$ cat config.mk
export PLATFORM = sky130hd
export DESIGN_NAME = sorted_multiset_table
export DESIGN_NICKNAME = d
export VERILOG_FILES = /design/src/hdl/smt_pkg.sv /design/src/hdl/smt_datapath.sv /design/src/hdl/smt_controller.sv /design/src/hdl/sorted_multiset_table.sv
export SDC_FILE = /design/constraint.sdc
export NUM_CORES = 2
export LEC_CHECK = 0
export BUFFER_PORTS_ARGS = -buffer_cell sky130_fd_sc_hd__buf_2
export CORE_MARGIN = 2
export CORE_UTILIZATION = 65
export CTS_CLUSTER_DIAMETER = 30
export CTS_CLUSTER_SIZE = 28
export DETAILED_ROUTE_END_ITERATION = 16
export GPL_TIMING_DRIVEN = 1
export PLACE_DENSITY_LB_ADDON = 0.12
export SLEW_MARGIN = 20
export SYNTH_ARGS = -nofsm -noshare
export SYNTH_HDL_FRONTEND = slang
export SYNTH_SLANG_ARGS = --single-unit
$ cat constraint.sdc
create_clock -name clk_i -period 12.48 [get_ports clk_i]
set_clock_uncertainty 0.2 [all_clocks]
set_input_delay 1.248 -clock clk_i [delete_from_list [all_inputs] [get_ports clk_i]]
set_output_delay 1.248 -clock clk_i [all_outputs]
set_load 0.02 [all_outputs]
$ cat src/hdl/smt_pkg.sv
// ----------------------------------------------------------------------------
// smt_pkg: shared definitions for the sorted multiset table
// Operation and status codes, field widths and the controller/datapath links.
// ----------------------------------------------------------------------------
`timescale 1ns / 1ps

package smt_pkg;

  // Field widths
  localparam int unsigned OP_W  = 2;
  localparam int unsigned VAL_W = 32;
  localparam int unsigned ST_W  = 2;
  localparam int unsigned OUT_W = 7;

  // Operation codes
  localparam logic [OP_W-1:0] OP_INSERT     = 2'd0;
  localparam logic [OP_W-1:0] OP_REMOVE_ONE = 2'd1;
  localparam logic [OP_W-1:0] OP_REMOVE_ALL = 2'd2;
  localparam logic [OP_W-1:0] OP_REMOVE_TOP = 2'd3;

  // Status codes
  localparam logic [ST_W-1:0] ST_OK        = 2'd0;
  localparam logic [ST_W-1:0] ST_EMPTY     = 2'd1;
  localparam logic [ST_W-1:0] ST_NOT_FOUND = 2'd2;
  localparam logic [ST_W-1:0] ST_FULL      = 2'd3;

  // Commands from controller to datapath
  typedef struct packed {
    logic load;      // capture the request and set up the scan
    logic read_top;  // read the largest stored entry
    logic grab_top;  // take the largest entry as the removal target
    logic run;       // issue scan reads
    logic finish;    // commit the count and present the result
  } cmd_t;

  // Status from datapath to controller
  typedef struct packed {
    logic empty;       // no stored entries
    logic full;        // table at capacity
    logic rem_zero;    // no scan reads left to issue
    logic pipe_valid;  // read data still in flight
  } sts_t;

endpackage

$ cat src/hdl/smt_datapath.sv
// ----------------------------------------------------------------------------
// smt_datapath: entry memory, scan counters and result registers
// Streams the stored entries through one read and one write port, shifting
// them up for an insert or compacting them down for a removal.
// ----------------------------------------------------------------------------
`timescale 1ns / 1ps

module smt_datapath #(
  parameter int unsigned CAPACITY = 64
) (
  input  logic                              clk_i,
  input  logic                              rst_ni,
  input  smt_pkg::cmd_t                     cmd_i,
  output smt_pkg::sts_t                     sts_o,
  input  logic [smt_pkg::OP_W-1:0]          op_i,
  input  logic signed [smt_pkg::VAL_W-1:0]  value_i,
  output logic                              done_o,
  output logic [smt_pkg::ST_W-1:0]          status_o,
  output logic [smt_pkg::OUT_W-1:0]         size_o,
  output logic [smt_pkg::OUT_W-1:0]         removed_count_o
);
  import smt_pkg::*;

  localparam int unsigned AW = $clog2(CAPACITY);
  localparam int unsigned CW = $clog2(CAPACITY + 1);

  // Entry memory
  logic [VAL_W-1:0] mem [CAPACITY];
  logic [AW-1:0]    raddr;
  logic [AW-1:0]    waddr;
  logic [VAL_W-1:0] wdata;
  logic             we;
  logic signed [VAL_W-1:0] rdata_q;

  // Request and scan state
  logic [OP_W-1:0]         op_q;
  logic signed [VAL_W-1:0] target_q;
  logic                    skip_q;
  logic                    ins_done_q, ins_done_d;
  logic [CW-1:0]           count_q;
  logic [CW-1:0]           rem_q;
  logic [CW-1:0]           removed_q, removed_d;
  logic [AW-1:0]           rd_idx_q;
  logic [AW-1:0]           rp_q;
  logic                    rv_q;
  logic                    issue;
  logic                    is_insert;
  logic                    match;

  // Result registers
  logic                    done_q;
  logic [ST_W-1:0]         status_q;
  logic [OUT_W-1:0]        size_q;
  logic [OUT_W-1:0]        removed_out_q;
  logic [CW-1:0]           count_next;
  logic [ST_W-1:0]         status_next;

  assign is_insert = (op_q == OP_INSERT);
  assign issue     = cmd_i.run && (rem_q != '0);
  assign raddr     = cmd_i.read_top ? AW'(count_q - CW'(1)) : rd_idx_q;

  assign sts_o.empty      = (count_q == '0);
  assign sts_o.full       = (count_q >= CW'(CAPACITY));
  assign sts_o.rem_zero   = (rem_q == '0);
  assign sts_o.pipe_valid = rv_q;

  // Remove this entry if it equals the target; a single removal stops at one
  assign match = (rdata_q == target_q) &&
                 !((op_q == OP_REMOVE_ONE) && (removed_q != '0));

  // Process returned data and pick the write
  always_comb begin
    we         = 1'b0;
    waddr      = rp_q;
    wdata      = rdata_q;
    ins_done_d = ins_done_q;
    removed_d  = removed_q;
    if (rv_q) begin
      if (is_insert) begin
        if (!ins_done_q) begin
          we    = 1'b1;
          waddr = rp_q + AW'(1);
          if (rdata_q < target_q) begin
            wdata      = target_q;
            ins_done_d = 1'b1;
          end
        end
      end else if (match) begin
        removed_d = removed_q + CW'(1);
      end else begin
        we    = 1'b1;
        waddr = rp_q - AW'(removed_q);
      end
    end else if (cmd_i.finish && is_insert && !skip_q && !ins_done_q) begin
      // value is below every stored entry
      we    = 1'b1;
      waddr = '0;
      wdata = target_q;
    end
    // Clear the scan flags for a new request
    if (cmd_i.load) begin
      ins_done_d = 1'b0;
      removed_d  = '0;
    end
  end

  // Memory ports, read data registered
  always_ff @(posedge clk_i) begin
    if (we) begin
      mem[waddr] <= wdata;
    end
    rdata_q <= mem[raddr];
  end

  // Count and status after the operation
  always_comb begin
    count_next  = count_q;
    status_next = ST_OK;
    if (skip_q) begin
      status_next = is_insert ? ST_FULL : ST_EMPTY;
    end else if (is_insert) begin
      count_next = count_q + CW'(1);
    end else begin
      count_next = count_q - removed_q;
      if ((op_q == OP_REMOVE_ONE) && (removed_q == '0)) begin
        status_next = ST_NOT_FOUND;
      end
    end
  end

  // Control state: count, scan counters, pipeline valid, result strobe
  always_ff @(posedge clk_i or negedge rst_ni) begin
    if (!rst_ni) begin
      count_q    <= '0;
      rem_q      <= '0;
      rv_q       <= 1'b0;
      done_q     <= 1'b0;
      ins_done_q <= 1'b0;
      removed_q  <= '0;
      skip_q     <= 1'b0;
      op_q       <= OP_INSERT;
    end else begin
      rv_q       <= issue;
      done_q     <= cmd_i.finish;
      ins_done_q <= ins_done_d;
      removed_q  <= removed_d;
      if (cmd_i.load) begin
        op_q <= op_i;
        if (op_i == OP_INSERT) begin
          skip_q <= sts_o.full;
          rem_q  <= sts_o.full ? '0 : count_q;
        end else begin
          skip_q <= sts_o.empty;
          rem_q  <= count_q;
        end
      end else if (issue) begin
        rem_q <= rem_q - CW'(1);
      end
      if (cmd_i.finish) begin
        count_q <= count_next;
      end
    end
  end

  // Scan indices and target
  always_ff @(posedge clk_i) begin
    if (cmd_i.load) begin
      target_q <= value_i;
      rd_idx_q <= (op_i == OP_INSERT) ? AW'(count_q - CW'(1)) : '0;
    end else if (issue) begin
      rd_idx_q <= is_insert ? rd_idx_q - AW'(1) : rd_idx_q + AW'(1);
    end
    if (cmd_i.grab_top) begin
      target_q <= rdata_q;
    end
    if (issue) begin
      rp_q <= rd_idx_q;
    end
    if (cmd_i.finish) begin
      status_q      <= status_next;
      size_q        <= OUT_W'(count_next);
      removed_out_q <= OUT_W'(removed_q);
    end
  end

  assign done_o          = done_q;
  assign status_o        = status_q;
  assign size_o          = size_q;
  assign removed_count_o = removed_out_q;

endmodule

$ cat src/hdl/smt_controller.sv
// ----------------------------------------------------------------------------
// smt_controller: sequencer for the sorted multiset table
// Steps each request through the optional top read, the scan and the commit.
// ----------------------------------------------------------------------------
`timescale 1ns / 1ps

module smt_controller (
  input  logic                     clk_i,
  input  logic                     rst_ni,
  input  logic                     start_i,
  input  logic [smt_pkg::OP_W-1:0] op_i,
  input  smt_pkg::sts_t            sts_i,
  output smt_pkg::cmd_t            cmd_o,
  output logic                     busy_o
);
  import smt_pkg::*;

  localparam logic [2:0] S_IDLE    = 3'd0;
  localparam logic [2:0] S_TOP_RD  = 3'd1;
  localparam logic [2:0] S_TOP_CAP = 3'd2;
  localparam logic [2:0] S_RUN     = 3'd3;
  localparam logic [2:0] S_FIN     = 3'd4;

  logic [2:0] state_q, state_d;

  // Next state and commands
  always_comb begin
    state_d = state_q;
    cmd_o   = '0;
    case (state_q)
      S_IDLE: begin
        if (start_i) begin
          cmd_o.load = 1'b1;
          if ((op_i == OP_REMOVE_TOP) && !sts_i.empty) begin
            state_d = S_TOP_RD;
          end else begin
            state_d = S_RUN;
          end
        end
      end
      S_TOP_RD: begin
        cmd_o.read_top = 1'b1;
        state_d        = S_TOP_CAP;
      end
      S_TOP_CAP: begin
        cmd_o.grab_top = 1'b1;
        state_d        = S_RUN;
      end
      S_RUN: begin
        cmd_o.run = 1'b1;
        if (sts_i.rem_zero && !sts_i.pipe_valid) begin
          state_d = S_FIN;
        end
      end
      S_FIN: begin
        cmd_o.finish = 1'b1;
        state_d      = S_IDLE;
      end
      default: begin
        state_d = S_IDLE;
      end
    endcase
  end

  // State register
  always_ff @(posedge clk_i or negedge rst_ni) begin
    if (!rst_ni) begin
      state_q <= S_IDLE;
    end else begin
      state_q <= state_d;
    end
  end

  assign busy_o = (state_q != S_IDLE);

endmodule

$ cat src/hdl/sorted_multiset_table.sv
// ----------------------------------------------------------------------------
// sorted_multiset_table: ascending table of signed values, duplicates allowed
// Each request scans the stored entries through the single read port, after a read of the largest
// entry for remove-largest; nothing is scanned for an empty table or a full-table insert.
// Throughput: one request at a time; start is taken again the cycle done_o shows.
// Reset clears the entry count and control state; the entry memory is not cleared.
// Results are strobed for one cycle by done_o; the receiver cannot stall.
// ----------------------------------------------------------------------------
`timescale 1ns / 1ps

module sorted_multiset_table #(
  parameter int unsigned CAPACITY = 64
) (
  input  logic                              clk_i,
  input  logic                              rst_ni,
  input  logic                              start_i,
  output logic                              busy_o,
  input  logic [smt_pkg::OP_W-1:0]          op_i,
  input  logic signed [smt_pkg::VAL_W-1:0]  value_i,
  output logic                              done_o,
  output logic [smt_pkg::ST_W-1:0]          status_o,
  output logic [smt_pkg::OUT_W-1:0]         size_o,
  output logic [smt_pkg::OUT_W-1:0]         removed_count_o
);
  import smt_pkg::*;

  cmd_t cmd;
  sts_t sts;

  // Sequencer
  smt_controller u_ctrl (
    .clk_i  (clk_i),
    .rst_ni (rst_ni),
    .start_i(start_i),
    .op_i   (op_i),
    .sts_i  (sts),
    .cmd_o  (cmd),
    .busy_o (busy_o)
  );

  // Storage and scan
  smt_datapath #(
    .CAPACITY(CAPACITY)
  ) u_dp (
    .clk_i          (clk_i),
    .rst_ni         (rst_ni),
    .cmd_i          (cmd),
    .sts_o          (sts),
    .op_i           (op_i),
    .value_i        (value_i),
    .done_o         (done_o),
    .status_o       (status_o),
    .size_o         (size_o),
    .removed_count_o(removed_count_o)
  );

endmodule
* Word level (Yosys, flattened, before mapping) *
Memories as Yosys holds them, arrays and structs flattened. A register that Yosys moved wholly into a read port is not among the register bits.
Index checks and enable logic that the tools add are counted.

operators by class
  equality and inequality tests = 10
  $add $sub $neg = 9
  reduce and logical (&&, ||, !) cells = 31
  mux-type cells = 54
  $lt $le $gt $ge = 2

operators by type and width
  operator                                                                number
  32-bit 2-to-1 mux                                                       7
  7-bit 2-to-1 mux                                                        10
  6-bit 2-to-1 mux                                                        10
  32-bit equality test                                                    1
  32-bit less-than comparator                                             1
  7-bit zero test                                                         3
  1-bit 2-to-1 mux                                                        19
  7-bit by 1-bit adder with 7-bit output (second input constant)          2
  7-bit nonzero test                                                      2
  6-bit by 1-bit adder with 6-bit output (second input constant)          2
  3-bit case mux with 4 select lines                                      1
  6-bit by 1-bit subtractor with 6-bit output (second input constant)     2
  2-bit 2-to-1 mux                                                        5
  2-bit nonzero test                                                      5
  1-bit logical AND                                                       9
  7-bit greater-or-equal comparator (second input constant)               1
  7-bit by 1-bit subtractor with 7-bit output (second input constant)     1
  7-bit subtractor                                                        1
  3-bit by 2-bit equality test with 1-bit output (second input constant)  2
  3-bit 2-to-1 mux                                                        2
  6-bit subtractor                                                        1
  1-bit zero test                                                         5
  2-bit zero test                                                         2
  2-bit != test (second input constant)                                   2
  9 further kinds                                                         10

storage, ports and cells
  input port bits = 37
  RAM bits = 2048
  register bits after elaboration = 90
  memories kept = 1
  logic and storage cells = 122
  output and inout bits = 18

memory list
  name      depth  width  read ports  clocked after memory_dff  write ports  line                text
  u_dp.mem  64     32     1           1                         1            smt_datapath.sv:28  logic [VAL_W-1:0] mem [CAPACITY];

* Longest topological paths before layout *
  depth in word-level cells = 9
  gate-level depth with buffers = 14
  gate-level depth less buffers = 12

* Modules after synthesis *
Synthesis repeated with hierarchy kept, for this count alone.

unflattened totals
  cell total of the unflattened synthesis = 3946
  area, all modules = 86011.2 sq um

modules (own cells, without submodules)
  module          seq. area each (sq um)  area each (sq um)  times used  cells an instance
  smt_datapath    64617.0                 85832.3            1           3924
  smt_controller  75.1                    178.9              1           22

* Worst setup path after synthesis *
No wires, ideal clock.

  path kind = register to register
  start = reg u_dp.removed_q[1]
  end = mem u_dp.mem[46][0], enable pin
  setup slack = 5897 ps
  buffers on the path = 1
  cell stages (with the launch flop) = 11
  period minus slack after synthesis = 6583 ps
  arrival = 5870 ps
  data required time = 11767 ps
  library setup time = 513 ps
  cell sequence = dfrtp_1 > inv_1 > ha_1 > or3b_1 > o41ai_2 > nand3_1 > a21oi_1 > mux2_2 > a21o_1 > buf_2 > nor4b_1

between the ends
  longest elaborated chain between the ends = 9
  elaborated cells on any way between the ends = 13
  those cells by class = 1 x add/sub; 8 x mux; 4 x reduce/logical

ends and longest elaborated chain
  item                                    line                 text
  from (decl)                             smt_datapath.sv:42   logic [CW-1:0] removed_q, removed_d;
  from (signal assigned)                  smt_datapath.sv:146  removed_q <= removed_d;
  7-bit nonzero test                      smt_datapath.sv:69   !((op_q == OP_REMOVE_ONE) && (removed_q != '0));
  1-bit logical AND                       smt_datapath.sv:69
  1-bit zero test                         smt_datapath.sv:69
  1-bit logical AND                       smt_datapath.sv:68   assign match = (rdata_q == target_q) &&
  1-bit 2-to-1 mux                        smt_datapath.sv:88   end else if (match) begin
  1-bit 2-to-1 mux                        smt_datapath.sv:79   if (is_insert) begin
  1-bit 2-to-1 mux                        smt_datapath.sv:78   if (rv_q) begin
  1-bit 2-to-1 mux                        smt_datapath.sv:109  if (we) begin
  1-bit 2-to-1 mux (implied by the code)  smt_datapath.sv:110  mem[waddr] <= wdata;
  to (decl)                               smt_datapath.sv:28

Several ways; a longest one is shown, not always the timed one.

* Worst setup path after layout *
  start = reg u_ctrl.state_q[0]
  end = reg u_dp.rdata_q[24] (read register of u_dp.mem)

between the ends
  longest elaborated chain between the ends = 3

ends and longest elaborated chain
  item                                            line                  text
  from (decl)                                     smt_controller.sv:24  logic [2:0] state_q, state_d;
  from (signal assigned)                          smt_controller.sv:70  state_q <= state_d;
  3-bit by 1-bit equality test with 1-bit output  smt_controller.sv:30  case (state_q)
  1-bit 2-to-1 mux                                smt_controller.sv:30
  6-bit 2-to-1 mux                                smt_datapath.sv:60    assign raddr = cmd_i.read_top ? AW'(count_q - CW'(1)) : rd_idx_q;
  to (decl)                                       smt_datapath.sv:33    logic signed [VAL_W-1:0] rdata_q;

No other way between the ends.
A chain may end at the register's enable or synchronous reset.

==> results.md <==
- The slew at the pin closest to its max-slew limit is about 1.3 ns.
- The area enclosed by the die boundary is approximately 140000 µm².
- The number of search-and-repair iterations in the first detailed-routing pass is 6.
- The number of endpoints failing setup at the final stage is 0.
- The clock root buffer is sky130_fd_sc_hd__clkbuf_16.
- Yosys mapped a number of flops with a built-in enable equal to about 2100.
- Summing all multi-input logic gate instances after layout gives around 22000 µm².
- Of the total power, the share spent switching nets is 0.350.
- The share of total power dissipated in sequential elements is 0.345.
- The number of nets at the end of the flow is ~6400.
- In this run the cell area of the synthesized design comes to 88400 µm².
- The worst slew margin relative to its limit is 0.137.
- The number of ports placed on the die boundary is 55.
- From bottom edge to top edge, the die measures 373 µm.
- The maximum level of the CTS H-tree is 5.
- The number of post-CTS setup repair buffers is 0.
- The first global-routing pass estimated 362000 µm of wire.
- Detailed placement finished with a half-perimeter wire length of 130000 µm.
- The average instance area after synthesis is about 15 µm².
- The critical path startpoint is u_ctrl.state_q[0]$_DFFE_PN0P_.
- The global-route usage over all layers is 0.359.
- Of the cells placed in the final design, the portion with a size suffix greater than 1 is 0.158.
- Setup repair after global routing left no endpoint under its margin.
- The longest clock path from root to sink contains 4 buffers.
- The number of antenna violations at the first check in global routing is 16.
- The final layout contains routed wiring with a total length of between 200000 and 300000 µm.
- In the synthesized netlist, the number of instances is 5996.
- Buffers inserted during clock tree synthesis total approximately 400.
- The power density over the cells is about 280 nW/µm².
- Fill cells in the final layout number approximately 7500.
- After detailed routing, the number of vias per cell comes to approximately 6.7.
- The total net switching power is approximately 0.010 W.
- The start-to-end type of the worst setup path is register to register.
- The layout overhead on the synthesized area is 17.9%.
- The arrival time at the worst endpoint is 6.58 ns.
- During synthesis, Yosys emitted a total of 0 warnings.
- The startpoint identified for the worst register-to-register timing path is u_ctrl.state_q[0]$_DFFE_PN0P_.
- The kind of launch point of the worst setup path is a register.
- Summed over all cells, the static leakage comes to approximately 38 nW.
- Global routing finished with a remaining overflow of 0.
- OpenSTA, run right after detailed placement, puts the worst setup slack at 6.74 ns.
- The run finished with clean final reports.
- The tree built by TritonCTS fans out to 2170 sinks.
- The achievable clock frequency is ~170 MHz.
- The number of global-route vias before repair is around 54000.
- The average wire per standard cell is around 30 µm.
- For this block, the initial DRC count from the detailed router was a little over 9000.
- The clock reaches the later pin of the worst-skew pair after between 0.9 and 1 ns.
- The largest net degree at the start of global routing is between 150 and 200.
- The final-report max-slew violation count is 0.
- The sequential cell area is 64700 µm².
- The CTS tree is built.
- The number of buffers and inverters on the critical path is 3.
- The kind of cell adding the most delay to the critical path is buffers and inverters.
- After synthesis, the cell types taking the most area are sky130_fd_sc_hd__edfxtp_1 (72%), sky130_fd_sc_hd__mux2i_1 (8.2%), sky130_fd_sc_hd__nand2_1 (4.6%), sky130_fd_sc_hd__nand3_1 (2.9%), sky130_fd_sc_hd__a21oi_1 (1.4%).
- Of the total power, the clock network draws 0.359.
- In the synthesized netlist the async set-or-reset flop fraction comes to 0.0138.
- The die outline width is 373 µm.
- Setup total negative slack on the finished layout was measured at 0 ns.
- For this run, the slowest stage of the critical path takes 0.81 ns.
- The class of the worst hold path is input pin to asynchronous set/reset pin.
- The internal portion of the total power is about 0.019 W.
- The count of buffers added on input and output ports is 54.
- The fraction of the yosys area taken by sequential cells is 0.732.
- Gates resized during post-CTS repair numbered 0.
- The synthesized flop and latch total is about 2200.
- STA classifies the critical path endpoint as a register.
- The detailed router placed 55600 vias in this run.
- The core region is around 140000 µm².
- The largest area contributor in the synthesized netlist is sky130_fd_sc_hd__edfxtp_1.
- Hold repair after CTS inserted 0 buffers.
- The post-detailed-route DRC marker count is 0.
- The worst-case IR drop observed on VDD is 0.206 mV.
- The number of endpoints with negative hold slack in the final report was 0.
- The number of library cell types mapped by synthesis is 94.
- Max-cap violations in this run came to 0.
- Clock-pin slew was measured on the worst setup and hold paths at ~0.05 ns.
- Of the total power, combinational logic draws 0.296.
- The minimum clock period is ~6.0 ns.
- Setup slack closes at 6.50 ns.
- The count of nets left with antenna violations once routing finished came out at 0.
- The slowest stage of the critical path is the sky130_fd_sc_hd__buf_4 cell.
- Among all flip-flop cells after synthesis, the most frequent one is sky130_fd_sc_hd__edfxtp_1.
- The floorplan has roughly 140 rows.
- The required time of the critical path is 13.08 ns.
- Of the available clock period, the critical path in the final layout requires 0.479.
- The area share of the largest cell type after synthesis is 0.716.
- The final weighted congestion of routability-driven global placement is 0.875.
- For this configuration, the core starts out at a cell density of 0.653.
- The signal on the critical path passes through or3b_1, a21oi_4, buf_12, buf_4, buf_4, mux2i_1, mux2i_1, o22ai_1, a22oi_1, and4_1.
- The synthesized netlist net count is about 6000.
- The maximum fanout encountered on the critical timing path is about 130.
-- flip-flops by register name (all words and copies together), names as in the netlist --
signal / count
u_dp.rp_q: 6
u_dp.rv_q: 1
u_dp.size_o: 7
u_dp.rd_idx_q: 6
u_ctrl.state_q: 3
u_dp.rem_q: 7
u_dp.skip_q: 1
u_dp.rdata_q: 32
u_dp.ins_done_q: 1
u_dp.op_q: 2
u_dp.removed_q: 7
u_dp.removed_count_o: 7
u_dp.target_q: 32
u_dp.status_o: 2
u_dp.done_o: 1
u_dp.mem: 2048
u_dp.count_q: 7
-- cell usage after synthesis (5+ instances only) --
master / number
sky130_fd_sc_hd__nand3_1: 517
sky130_fd_sc_hd__nand4_1: 13
sky130_fd_sc_hd__buf_1: 38
sky130_fd_sc_hd__nor2_1: 111
sky130_fd_sc_hd__dfrtp_1: 30
sky130_fd_sc_hd__mux2i_1: 724
sky130_fd_sc_hd__o31ai_1: 27
sky130_fd_sc_hd__a211oi_1: 62
sky130_fd_sc_hd__nand3b_1: 7
sky130_fd_sc_hd__o2111ai_1: 5
sky130_fd_sc_hd__nand2_1: 1075
sky130_fd_sc_hd__xor2_1: 14
sky130_fd_sc_hd__nor3b_1: 5
sky130_fd_sc_hd__o211ai_1: 8
sky130_fd_sc_hd__o21ai_0: 47
sky130_fd_sc_hd__or4_1: 13
sky130_fd_sc_hd__and2_1: 5
sky130_fd_sc_hd__nor4_1: 47
sky130_fd_sc_hd__inv_1: 69
sky130_fd_sc_hd__ha_1: 54
sky130_fd_sc_hd__xnor2_1: 16
sky130_fd_sc_hd__o22ai_1: 116
sky130_fd_sc_hd__a31oi_1: 19
sky130_fd_sc_hd__and3_1: 6
sky130_fd_sc_hd__nor3_1: 18
sky130_fd_sc_hd__clkbuf_1: 94
sky130_fd_sc_hd__nand2b_1: 6
sky130_fd_sc_hd__a22oi_1: 22
sky130_fd_sc_hd__nor2b_1: 11
sky130_fd_sc_hd__mux4_2: 12
sky130_fd_sc_hd__buf_6: 19
sky130_fd_sc_hd__a21o_1: 8
sky130_fd_sc_hd__and4_1: 23
sky130_fd_sc_hd__edfxtp_1: 2108
sky130_fd_sc_hd__buf_4: 48
sky130_fd_sc_hd__buf_2: 145
sky130_fd_sc_hd__a21oi_1: 255
sky130_fd_sc_hd__dfxtp_1: 32
sky130_fd_sc_hd__mux2_2: 68
sky130_fd_sc_hd__o21ai_1: 5
-- cell type report --
cell class                      instances  area share
Sequential cell                      2170       0.621
Multi-Input combinational cell       3404       0.212
Clock buffer                          450       0.100
Clock inverter                        269      0.0280
Tap cell                             1781      0.0214
Timing Repair Buffer                  209      0.0148
Inverter                               70     0.00252
Antenna cell                            6    0.000144
-- kinds of logic (layout without fill, tap and decap cells) --
group                      Yosys count  in the layout  share of synthesized area
AOI/OAI and AO/OA                  618            618                     0.0430
buffers and inverters              422            998                     0.0247
adders and majority gates           57             57                    0.00832
other                                0              6                          0
and+or+nand+nor                   1895           1895                     0.0955
xor gates and xnor gates            30             30                    0.00297
DFF                               2170           2170                      0.732
muxes                              804            804                     0.0937
-- cell usage in the layout, fill, tap and decap left out, drive strengths merged, types with 20 or more instances in the layout --
cell	n
a211oi	62
a21oi	256
a22oi	22
and4	23
buf	209
bufinv	49
clkbuf	450
clkinv	141
clkinvlp	45
dfrtp	30
dfxtp	32
edfxtp	2108
ha	54
inv	104
mux2	68
mux2i	724
nand2	1077
nand3	517
nor2	112
nor3	20
nor4	50
o21ai	54
o22ai	116
o31ai	27
-- power groups by stage --
stage / logic, W / registers (W) / clock network (W)
after floorplan: 0.00524 / 0.0103 / 0
after global placement: 0.00827 / 0.0103 / 0
after detailed placement: 0.00842 / 0.0104 / 0
after CTS: 0.00851 / 0.0102 / 0.0107
after global routing: 0.00913 / 0.0103 / 0.0111
final: 0.00879 / 0.0103 / 0.0107
-- layer usage --
layer	vias to the layer above	global-route usage	routed length, µm
li1	23300	-	-
met1	27600	0.500	92300
met2	4026	0.548	116000
met3	683	0.0900	32500
met4	14	0.148	10200
met5	-	0	99
-- through the flow --
step | power [W] | std cells | utilization | area, µm² | hold WS (ns)
global placement | 0.0186 | 7632 | 0.671 | 90800 | 0.311
finish | 0.0297 | 8359 | 0.771 | 104000 | 0.191
floorplan | 0.0155 | 5996 | - | 88400 | 0.223
detailed placement | 0.0188 | 7632 | 0.671 | 90800 | 0.318
CTS | 0.0294 | 8351 | 0.770 | 104000 | 0.170
global route | 0.0305 | 8353 | 0.770 | 104000 | 0.246
-- worst paths after layout --
path                                                          end  slack, ns  cells past startpoint
worst max register to register           u_dp.rdata_q[24]$_DFF_P_       6.50                     10
min in group clk_i              u_dp.removed_count_o[1]$_DFFE_PP_       0.32                      0
max in group asynchronous           u_ctrl.state_q[2]$_DFFE_PN0P_      11.43                      1
worst max-delay path                     u_dp.rdata_q[24]$_DFF_P_       6.50                     10
worst min register to register  u_dp.removed_count_o[1]$_DFFE_PP_       0.32                      0
worst min-delay path                u_dp.removed_q[4]$_DFFE_PN0P_       0.19                      1
No activity file was read; power rests on OpenSTA's default activity.
